### src/design/rrss_pkg.sv
// ============================================================================
// rrss_pkg: shared types and constants for the radio report send scheduler
// Holds the poll and result item layouts, the register indexes and the
// transmission outcome codes.
// ============================================================================
package rrss_pkg;

    localparam int unsigned TIME_W     = 32;
    localparam int unsigned TXTO_W     = 31;
    localparam int unsigned ACKS_W     = 8;
    localparam int unsigned CFG_IDX_W  = 3;
    localparam int unsigned CFG_DATA_W = 32;

    // Register indexes on the configuration channel.
    localparam logic [CFG_IDX_W-1:0] CFG_ANALOG_MIN_GAP = 3'd0;
    localparam logic [CFG_IDX_W-1:0] CFG_HEARTBEAT      = 3'd1;
    localparam logic [CFG_IDX_W-1:0] CFG_LINK_DOWN_TO   = 3'd2;
    localparam logic [CFG_IDX_W-1:0] CFG_TX_TIMEOUT     = 3'd3;
    localparam logic [CFG_IDX_W-1:0] CFG_LINK_UP_ACKS   = 3'd4;

    // Reset values of the registers.
    localparam logic [TIME_W-1:0] RST_ANALOG_MIN_GAP = 32'd900;
    localparam logic [TIME_W-1:0] RST_HEARTBEAT      = 32'd50000;
    localparam logic [TIME_W-1:0] RST_LINK_DOWN_TO   = 32'd1000000;
    localparam logic [TXTO_W-1:0] RST_TX_TIMEOUT     = 31'd5000;
    localparam logic [ACKS_W-1:0] RST_LINK_UP_ACKS   = 8'd3;

    // Outcome of an in-flight transmission.
    localparam logic [1:0] TX_NONE    = 2'd0;
    localparam logic [1:0] TX_ACKED   = 2'd1;
    localparam logic [1:0] TX_RETRY   = 2'd2;
    localparam logic [1:0] TX_TIMEOUT = 2'd3;

    typedef struct packed {
        logic [31:0] now_us;
        logic [15:0] buttons;
        logic [7:0]  dpad;
        logic [15:0] left_x;
        logic [15:0] left_y;
        logic [15:0] right_x;
        logic [15:0] right_y;
        logic [7:0]  left_trigger;
        logic [7:0]  right_trigger;
        logic [7:0]  input_mode;
        logic        ack_seen;
        logic        retries_exhausted;
    } rrss_in_t;

    typedef struct packed {
        logic       send_frame;
        logic [1:0] tx_outcome;
        logic       flush_radio;
        logic       link_up;
        logic       link_changed;
        logic       busy_res;
    } rrss_out_t;

endpackage

### src/design/radio_report_send_scheduler.sv
// ============================================================================
// radio_report_send_scheduler: decides per poll whether to send a report
// Tracks the in-flight radio transmission, the link state and the last sent
// snapshot, and tells the radio driver when to send or flush.
// ============================================================================
// Usage:
// A poll item (time, controller snapshot, radio status bits) enters on the
// in_valid/in_ready channel. One result item per poll leaves on the
// out_valid/out_ready channel, in poll order.
// The poll is held in an input register; the decision logic runs between
// that register and the result register, from which the result is presented.
// One poll is taken every cycle while the receiver takes results.
// When the receiver stalls, the result register holds its item and the input
// register still takes one more poll; after that in_ready follows out_ready.
// Registers are written on the cfg_valid/cfg_ready channel (always ready) by
// index and should only be written while no poll is in progress.
// Reset clears the pipeline valid flags, the link and transmission state and
// the remembered snapshot, and loads the register defaults.
// ============================================================================
module radio_report_send_scheduler
    import rrss_pkg::*;
(
    input  logic                  clk,
    input  logic                  rst_n,
    input  logic                  in_valid,
    output logic                  in_ready,
    input  rrss_in_t              in_data,
    output logic                  out_valid,
    input  logic                  out_ready,
    output rrss_out_t             out_data,
    input  logic                  cfg_valid,
    output logic                  cfg_ready,
    input  logic [CFG_IDX_W-1:0]  cfg_index,
    input  logic [CFG_DATA_W-1:0] cfg_data
);

    // Configuration registers.
    logic [TIME_W-1:0] gap_reg;
    logic [TIME_W-1:0] hb_reg;
    logic [TIME_W-1:0] link_to_reg;
    logic [TXTO_W-1:0] tx_to_reg;
    logic [ACKS_W-1:0] up_acks_reg;

    // Pipeline registers.
    logic      in_valid_reg;
    rrss_in_t  in_item_reg;
    logic      out_valid_reg;
    rrss_out_t out_item_reg;
    logic      advance;

    // Scheduler state.
    logic              in_flight_reg, in_flight_next;
    logic              dirty_reg, dirty_next;
    logic              link_reg, link_next;
    logic [ACKS_W-1:0] ack_count_reg, ack_count_next;
    logic [TIME_W-1:0] last_ack_reg, last_ack_next;
    logic [TIME_W-1:0] last_send_reg;
    logic [TIME_W-1:0] send_start_reg;
    logic [15:0]       sent_buttons_reg;
    logic [7:0]        sent_dpad_reg;
    logic [15:0]       sent_axes_reg [4];
    logic [7:0]        sent_trig_reg [2];

    rrss_out_t         out_item_next;
    logic              send;
    logic [1:0]        outcome;
    logic              digital_changed, analog_changed;
    logic              link_drop, link_mid;
    logic [ACKS_W-1:0] ack_mid, ack_inc;
    logic [TIME_W-1:0] since_ack, since_start, since_send;
    logic              tx_expired;
    logic              flight_mid, dirty_mid;

    assign cfg_ready = 1'b1;
    assign advance   = in_valid_reg && (!out_valid_reg || out_ready);
    assign in_ready  = !in_valid_reg || advance;
    assign out_valid = out_valid_reg;
    assign out_data  = out_item_reg;

    always_ff @(posedge clk or negedge rst_n)
    begin
        if (!rst_n)
        begin
            gap_reg     <= RST_ANALOG_MIN_GAP;
            hb_reg      <= RST_HEARTBEAT;
            link_to_reg <= RST_LINK_DOWN_TO;
            tx_to_reg   <= RST_TX_TIMEOUT;
            up_acks_reg <= RST_LINK_UP_ACKS;
        end
        else if (cfg_valid && cfg_ready)
        begin
            unique case (cfg_index)
                CFG_ANALOG_MIN_GAP: gap_reg     <= cfg_data;
                CFG_HEARTBEAT:      hb_reg      <= cfg_data;
                CFG_LINK_DOWN_TO:   link_to_reg <= cfg_data;
                CFG_TX_TIMEOUT:     tx_to_reg   <= cfg_data[TXTO_W-1:0];
                CFG_LINK_UP_ACKS:   up_acks_reg <= cfg_data[ACKS_W-1:0];
                default:            ;
            endcase
        end
    end

    always_comb
    begin
        digital_changed = (in_item_reg.buttons != sent_buttons_reg) ||
                          (in_item_reg.dpad != sent_dpad_reg);
        analog_changed  = (in_item_reg.left_x != sent_axes_reg[0]) ||
                          (in_item_reg.left_y != sent_axes_reg[1]) ||
                          (in_item_reg.right_x != sent_axes_reg[2]) ||
                          (in_item_reg.right_y != sent_axes_reg[3]) ||
                          (in_item_reg.left_trigger != sent_trig_reg[0]) ||
                          (in_item_reg.right_trigger != sent_trig_reg[1]);

        // Ack silence takes the link down before the transmission is looked at.
        since_ack = in_item_reg.now_us - last_ack_reg;
        link_drop = link_reg && (since_ack >= link_to_reg);
        link_mid  = link_reg && !link_drop;
        ack_mid   = link_drop ? '0 : ack_count_reg;

        // A negative elapsed time never counts as a timeout.
        since_start = in_item_reg.now_us - send_start_reg;
        tx_expired  = !since_start[TIME_W-1] &&
                      (since_start[TIME_W-2:0] >= tx_to_reg);

        outcome = TX_NONE;
        if (in_flight_reg)
        begin
            if (tx_expired)
                outcome = TX_TIMEOUT;
            else if (in_item_reg.ack_seen)
                outcome = TX_ACKED;
            else if (in_item_reg.retries_exhausted)
                outcome = TX_RETRY;
        end

        ack_inc        = (ack_mid == '1) ? ack_mid : ack_mid + 8'd1;
        link_next      = link_mid;
        ack_count_next = ack_mid;
        last_ack_next  = last_ack_reg;
        if (outcome == TX_ACKED)
        begin
            last_ack_next = in_item_reg.now_us;
            if (!link_mid)
            begin
                ack_count_next = ack_inc;
                link_next      = (ack_inc >= up_acks_reg);
            end
        end

        flight_mid = in_flight_reg && (outcome == TX_NONE);
        dirty_mid  = dirty_reg || (flight_mid && (digital_changed || analog_changed));

        since_send = in_item_reg.now_us - last_send_reg;
        send = !flight_mid &&
               (dirty_mid || digital_changed ||
                (analog_changed && (since_send >= gap_reg)) ||
                (since_send >= hb_reg));

        in_flight_next = flight_mid || send;
        dirty_next     = dirty_mid && !send;

        out_item_next.send_frame   = send;
        out_item_next.tx_outcome   = outcome;
        out_item_next.flush_radio  = (outcome == TX_TIMEOUT) || (outcome == TX_RETRY);
        out_item_next.link_up      = link_next;
        out_item_next.link_changed = link_next != link_reg;
        out_item_next.busy_res     = in_flight_next;
    end

    always_ff @(posedge clk or negedge rst_n)
    begin
        if (!rst_n)
        begin
            in_valid_reg  <= 1'b0;
            out_valid_reg <= 1'b0;
        end
        else
        begin
            if (in_ready)
                in_valid_reg <= in_valid;
            if (advance)
                out_valid_reg <= 1'b1;
            else if (out_ready)
                out_valid_reg <= 1'b0;
        end
    end

    always_ff @(posedge clk)
    begin
        if (in_ready && in_valid)
            in_item_reg <= in_data;
        if (advance)
            out_item_reg <= out_item_next;
    end

    always_ff @(posedge clk or negedge rst_n)
    begin
        if (!rst_n)
        begin
            in_flight_reg    <= 1'b0;
            dirty_reg        <= 1'b0;
            link_reg         <= 1'b0;
            ack_count_reg    <= '0;
            last_ack_reg     <= '0;
            last_send_reg    <= '0;
            send_start_reg   <= '0;
            sent_buttons_reg <= '0;
            sent_dpad_reg    <= '0;
            sent_axes_reg    <= '{default: '0};
            sent_trig_reg    <= '{default: '0};
        end
        else if (advance)
        begin
            in_flight_reg <= in_flight_next;
            dirty_reg     <= dirty_next;
            link_reg      <= link_next;
            ack_count_reg <= ack_count_next;
            last_ack_reg  <= last_ack_next;
            if (send)
            begin
                last_send_reg    <= in_item_reg.now_us;
                send_start_reg   <= in_item_reg.now_us;
                sent_buttons_reg <= in_item_reg.buttons;
                sent_dpad_reg    <= in_item_reg.dpad;
                sent_axes_reg[0] <= in_item_reg.left_x;
                sent_axes_reg[1] <= in_item_reg.left_y;
                sent_axes_reg[2] <= in_item_reg.right_x;
                sent_axes_reg[3] <= in_item_reg.right_y;
                sent_trig_reg[0] <= in_item_reg.left_trigger;
                sent_trig_reg[1] <= in_item_reg.right_trigger;
            end
        end
    end

    // A pending change is only ever held while a transmission is in flight.
    a_dirty_in_flight: assert property (@(posedge clk) disable iff (!rst_n)
        dirty_reg |-> in_flight_reg)
        else $error("dirty set with no transmission in flight");

    // An outcome can only be reported for a transmission that was in flight.
    a_outcome_needs_flight: assert property (@(posedge clk) disable iff (!rst_n)
        (advance && (outcome != TX_NONE)) |-> in_flight_reg)
        else $error("outcome reported with nothing in flight");

    // A send leaves the radio busy.
    a_send_busy: assert property (@(posedge clk) disable iff (!rst_n)
        (advance && send) |=> (in_flight_reg && out_item_reg.busy_res))
        else $error("send did not leave a transmission in flight");

    // The link state in a result is the state the scheduler kept.
    a_link_tracks: assert property (@(posedge clk) disable iff (!rst_n)
        advance |=> (out_item_reg.link_up == link_reg))
        else $error("reported link state differs from the kept state");

endmodule

### config.mk
export PLATFORM = sky130hd
export DESIGN_NAME = radio_report_send_scheduler
export DESIGN_NICKNAME = d
export VERILOG_FILES = /design/src/design/rrss_pkg.sv /design/src/design/radio_report_send_scheduler.sv
export SDC_FILE = /design/constraint.sdc
export NUM_CORES = 1
export LEC_CHECK = 0
export BUFFER_PORTS_ARGS = -buffer_cell sky130_fd_sc_hd__buf_2
export CAP_MARGIN = 20
export CORE_MARGIN = 8
export CORE_UTILIZATION = 67
export CTS_BUF_LIST = sky130_fd_sc_hd__clkbuf_8
export CTS_CLUSTER_SIZE = 40
export DETAILED_ROUTE_END_ITERATION = 16
export PLACE_DENSITY = 0.88
export SLEW_MARGIN = 20
export SYNTH_ARGS = -nofsm -noshare
export SYNTH_HDL_FRONTEND = slang
export SYNTH_SLANG_ARGS = --single-unit
### constraint.sdc
create_clock -name clk -period 20.5 [get_ports clk]
set_input_delay 1.025 -clock clk [delete_from_list [all_inputs] [get_ports clk]]
set_output_delay 1.025 -clock clk [all_outputs]
set_load 0.03 [all_outputs]
==> results.env <==
OUTCOME='finished, final reports clean'
MULTI_INPUT_AREA_MM2=0.0108
P_PER_AREA_mW_PER_MM2=138
GRT_START_MAX_NET_PINS=127
GP_CONGESTION=0.888
HTREEDEPTH=3
PERIOD_SHARE_PCT=44.2
ANT_NETS=0
NETLIST-CELL-TYPE-COUNT=74
MAX_FFS_PER_REGISTER=138
WORST_PATH_LARGEST_CELL_DELAY_NS=0.63
SYNTHESIZED_AREA_FRACTION_OCCUPIED_BY_AO_OA_AOI_AND_OAI_CELLS_PCT=10.7
CTS_MADE_BUFFERS=75
SYN-MEAN-INSTANCE-AREA_UM2=11.5
FIN_WS_NS=11.43
HP-CLASS='flop to flop'
P_TOTAL_uW=3720
SYNTH.FF_LATCH_COUNT=461
GRT_USE_TOTAL_PCT=25.7
DRIVE_ABOVE_1_SHARE_PCT=21.5
POST_SYNTH_FA_HA_MAJ_AREA_FRACTION_PCT=10.4
DP.FINAL_HPWL_UM=38600
ROUTE.DETAILED.DRC=0
SYNTH_TOP_AREA_CELL='dfrtp_1'
STATIC_LEAK_uW=0.0123
WORST_IR_DROP_VDD_uV=97.6
FP.COREAREA_MM2=0.0356
RSZ0062_AT_GRT='no'
WORST_PATH_MAX_DELAY_CELL='a41oi_1'
DETAIL_ROUTE.VIAS_PER_CELL=5.88
PATH_CLASS='flop to flop'
IO_BUFFER_COUNT=186
GRT-OVFL-TOTAL=0
CRIT_FANOUT=9
FIN_TNS_SETUP_NS=0
FLOW.AREA_GROWTH_FROM_SYNTHESIS_PCT=11.8
SYNTH_MUX_AREA_SHARE_PCT=9.73
POSTCTSSETUPREPAIRBUFS=0
SYNTH-WARNING-COUNT=0
FLOORPLAN.ROWS=69
DETAIL_ROUTE.WIRELENGTH_UM=53500
FINALHOLDVIOLCOUNT=0
CTS_HOLD_REPAIR.BUFFERS=0
SYNTH-SEQ-AREA-SHARE_PCT=50.9
START_UTIL_PCT=67.9
CLOCKBUFFERDEPTH=3
SYN_AREA_MM2=0.0241
SYNTH_LARGEST_TYPE_AREA_FRACTION_PCT=30.3
CLKSINKCOUNT=461
SYNTH_ENABLE_FLOP_CELLS=145
SYNTH_FLOP_CELL='dfrtp_1'
DIE_WIDTH_UM=206
DOMINANT_COMBINATIONAL_CELL_FAMILY_BY_AREA_AFTER_SYNTHESIS='compound AO/OA/AOI/OAI gates'
MAX_CAP_VIOLATIONS=0
INITIAL_ANTENNA_VIOLATION_COUNT=12
SYNTH_SIMPLE_GATE_AREA_SHARE_PCT=7.85
DRTITER0DRC=1039
TIMING.FINAL.MAX_SLEW_VIOLATIONS=0
PATH_COMMON_CELL='a21o_1'
FLOORPLAN.DIE.HEIGHT_UM=206
DR.PASS1.ITERS=5
FILLERINSTANCES=2257
FIRST_PASS_GRT_WIRE_LENGTH_UM=87600
YS_ASYNC_SR_FRACTION_PCT=68.5
SYNTH_AREA_LEADERS='dfrtp_1, edfxtp_1, ha_1'
CLOCK_TREE_FROM_TRITONCTS='yes'
CRITICAL_PATH.STARTPOINT_TYPE='flop'
TOP_LEVEL_PORTS=196
SYNTH_COMMON_CELLS='dfrtp_1, inv_1, ha_1'
CLOCK-SKEW-FINAL_NS=0.0173
WORST_HOLD_SLACK_NS=0.486
PRE_CTS_SETUP_SLACK_NS=11.73
WORST_SKEW_PAIR_LATER_PIN_LATENCY_NS=0.62
FIN_CRIT_NS=9.07
CRITPATHARRIVALTIME_NS=9.41
CLOCK_TRANSITION_AT_PATH_REGS_NS=0.06
POST_SYNTHESIS_CELLS=2096
SETUP_VIOL=0
VIAS=16700
CLOCKROOTBUFFER='clkbuf_8'
TIMING.CRITICAL_PATH.REQUIRED_NS=20.84
NUMBER_OF_GLOBAL_ROUTE_VIAS_BEFORE_REPAIR=17500
MAPPEDNETLISTNETS=2482
SLEW-LIMIT-HEADROOM_PCT=33.7
FLOORPLAN.DIE_AREA_MM2=0.0424
WORST_SLEW_PIN_SLEW_NS=0.995
TIMING.FMAX_MHz=110
REGISTER_AREA_MM2=0.0123
DESIGN.FINAL.NETS=2706
SYNTH_MOST_COMMON_CELL='dfrtp_1'
SYNTH-XOR-AREA-SHARE_PCT=5.84
POSTCTSRESIZEDCELLS=0
END_KIND='flop'
POST_DRT_WL_PER_CELL_UM=18.8
==> layer usage <==
metal | track usage, % | vias up | wire length, um
met3 | 5.68 | 135 | 3510
met2 | 42.4 | 532 | 25500
met4 | 10.1 | 18 | 1670
met1 | 32.8 | 8126 | 22700
met5 | 0 | - | 123
li1 | - | 7911 | -
==> worst max-delay path: cells and delay by family (launching register included) <==
family	cells	cell delay [ns]
xor gates and xnor gates	1	0.28
adders and majority gates	4	1.17
AOI/OAI and AO/OA	18	5.03
muxes	1	0.10
and+or+nand+nor	7	1.74
DFF	1	0.51
==> cell families (layout without fill, tap and decap cells) <==
kind of cell | count (synthesis) | count (layout)
flip-flops | 461 | 461
buffers and inverters | 266 | 551
AO/OA/AOI/OAI | 414 | 414
multiplexers | 209 | 209
other | 1 | 4
AND/OR/NAND/NOR | 384 | 384
XOR/XNOR | 161 | 161
adder cells (fa/ha/maj) | 200 | 200
==> layout make-up <==
type,instances,area share [%]
Sequential cell,461,45.5
Multi-Input combinational cell,1369,40.0
Clock buffer,87,4.44
Timing Repair Buffer,199,3.92
Inverter,214,2.98
Tap cell,461,2.14
Clock inverter,51,0.955
Antenna cell,3,0.0278
==> worst paths after layout <==
kind	depth (start not counted)	from	slack, ns	endpoint
max reg2reg	31	in_item_reg[115]$_DFFE_PP_	11.43	out_data[1]$_DFFE_PP_
max in group asynchronous	3	rst_n	17.60	sent_axes_reg[30]$_DFFE_PN0P_
min	1	send_start_reg[29]$_DFFE_PN0P_	0.49	send_start_reg[29]$_DFFE_PN0P_
min in group asynchronous	1	rst_n	0.51	up_acks_reg[2]$_DFFE_PN0P_
max	31	in_item_reg[115]$_DFFE_PP_	11.43	out_data[1]$_DFFE_PP_
min reg2reg	1	send_start_reg[29]$_DFFE_PN0P_	0.49	send_start_reg[29]$_DFFE_PN0P_
==> power by group <==
group	switching [uW]	internal, uW
logic	920	740
clock network	363	403
registers	125	1170
total	1410	2310
==> through the flow <==
step           instances  cell area (um^2)  util [%]
2_1_floorplan       2096             24100         -
3_3_place_gp        2703             25500      71.7
3_5_place_dp        2703             25500      71.7
4_1_cts             2841             27000      75.8
5_1_grt             2844             27000      75.9
6_report            2845             27000      75.9
==> layout by cell type (no fill, tap or decap), drive strengths merged, types with 4 or more instances in the layout <==
master | synthesis | final
mux2 | 206 | 206
a211o | 8 | 8
nor2 | 49 | 49
o21a | 12 | 12
buf | 22 | 199
nand2 | 151 | 151
ha | 198 | 198
nor4 | 21 | 21
nand4 | 41 | 41
or2 | 5 | 5
inv | 213 | 241
and4 | 6 | 6
and3 | 9 | 9
and2 | 10 | 10
o31ai | 5 | 5
a31oi | 8 | 8
nand3 | 24 | 24
a21oi | 96 | 96
clkbuf | 30 | 87
o21bai | 4 | 4
nor2b | 9 | 9
a21boi | 7 | 7
edfxtp | 145 | 145
a2111oi | 5 | 5
clkinv | 1 | 21
o211ai | 7 | 7
xnor2 | 88 | 88
xor2 | 73 | 73
a311oi | 5 | 5
a21o | 58 | 58
nand2b | 22 | 22
nor3 | 21 | 21
dfstp | 24 | 24
o21ai | 155 | 155
dfrtp | 292 | 292
a211oi | 8 | 8
No activity file was read; power rests on OpenSTA's default activity.
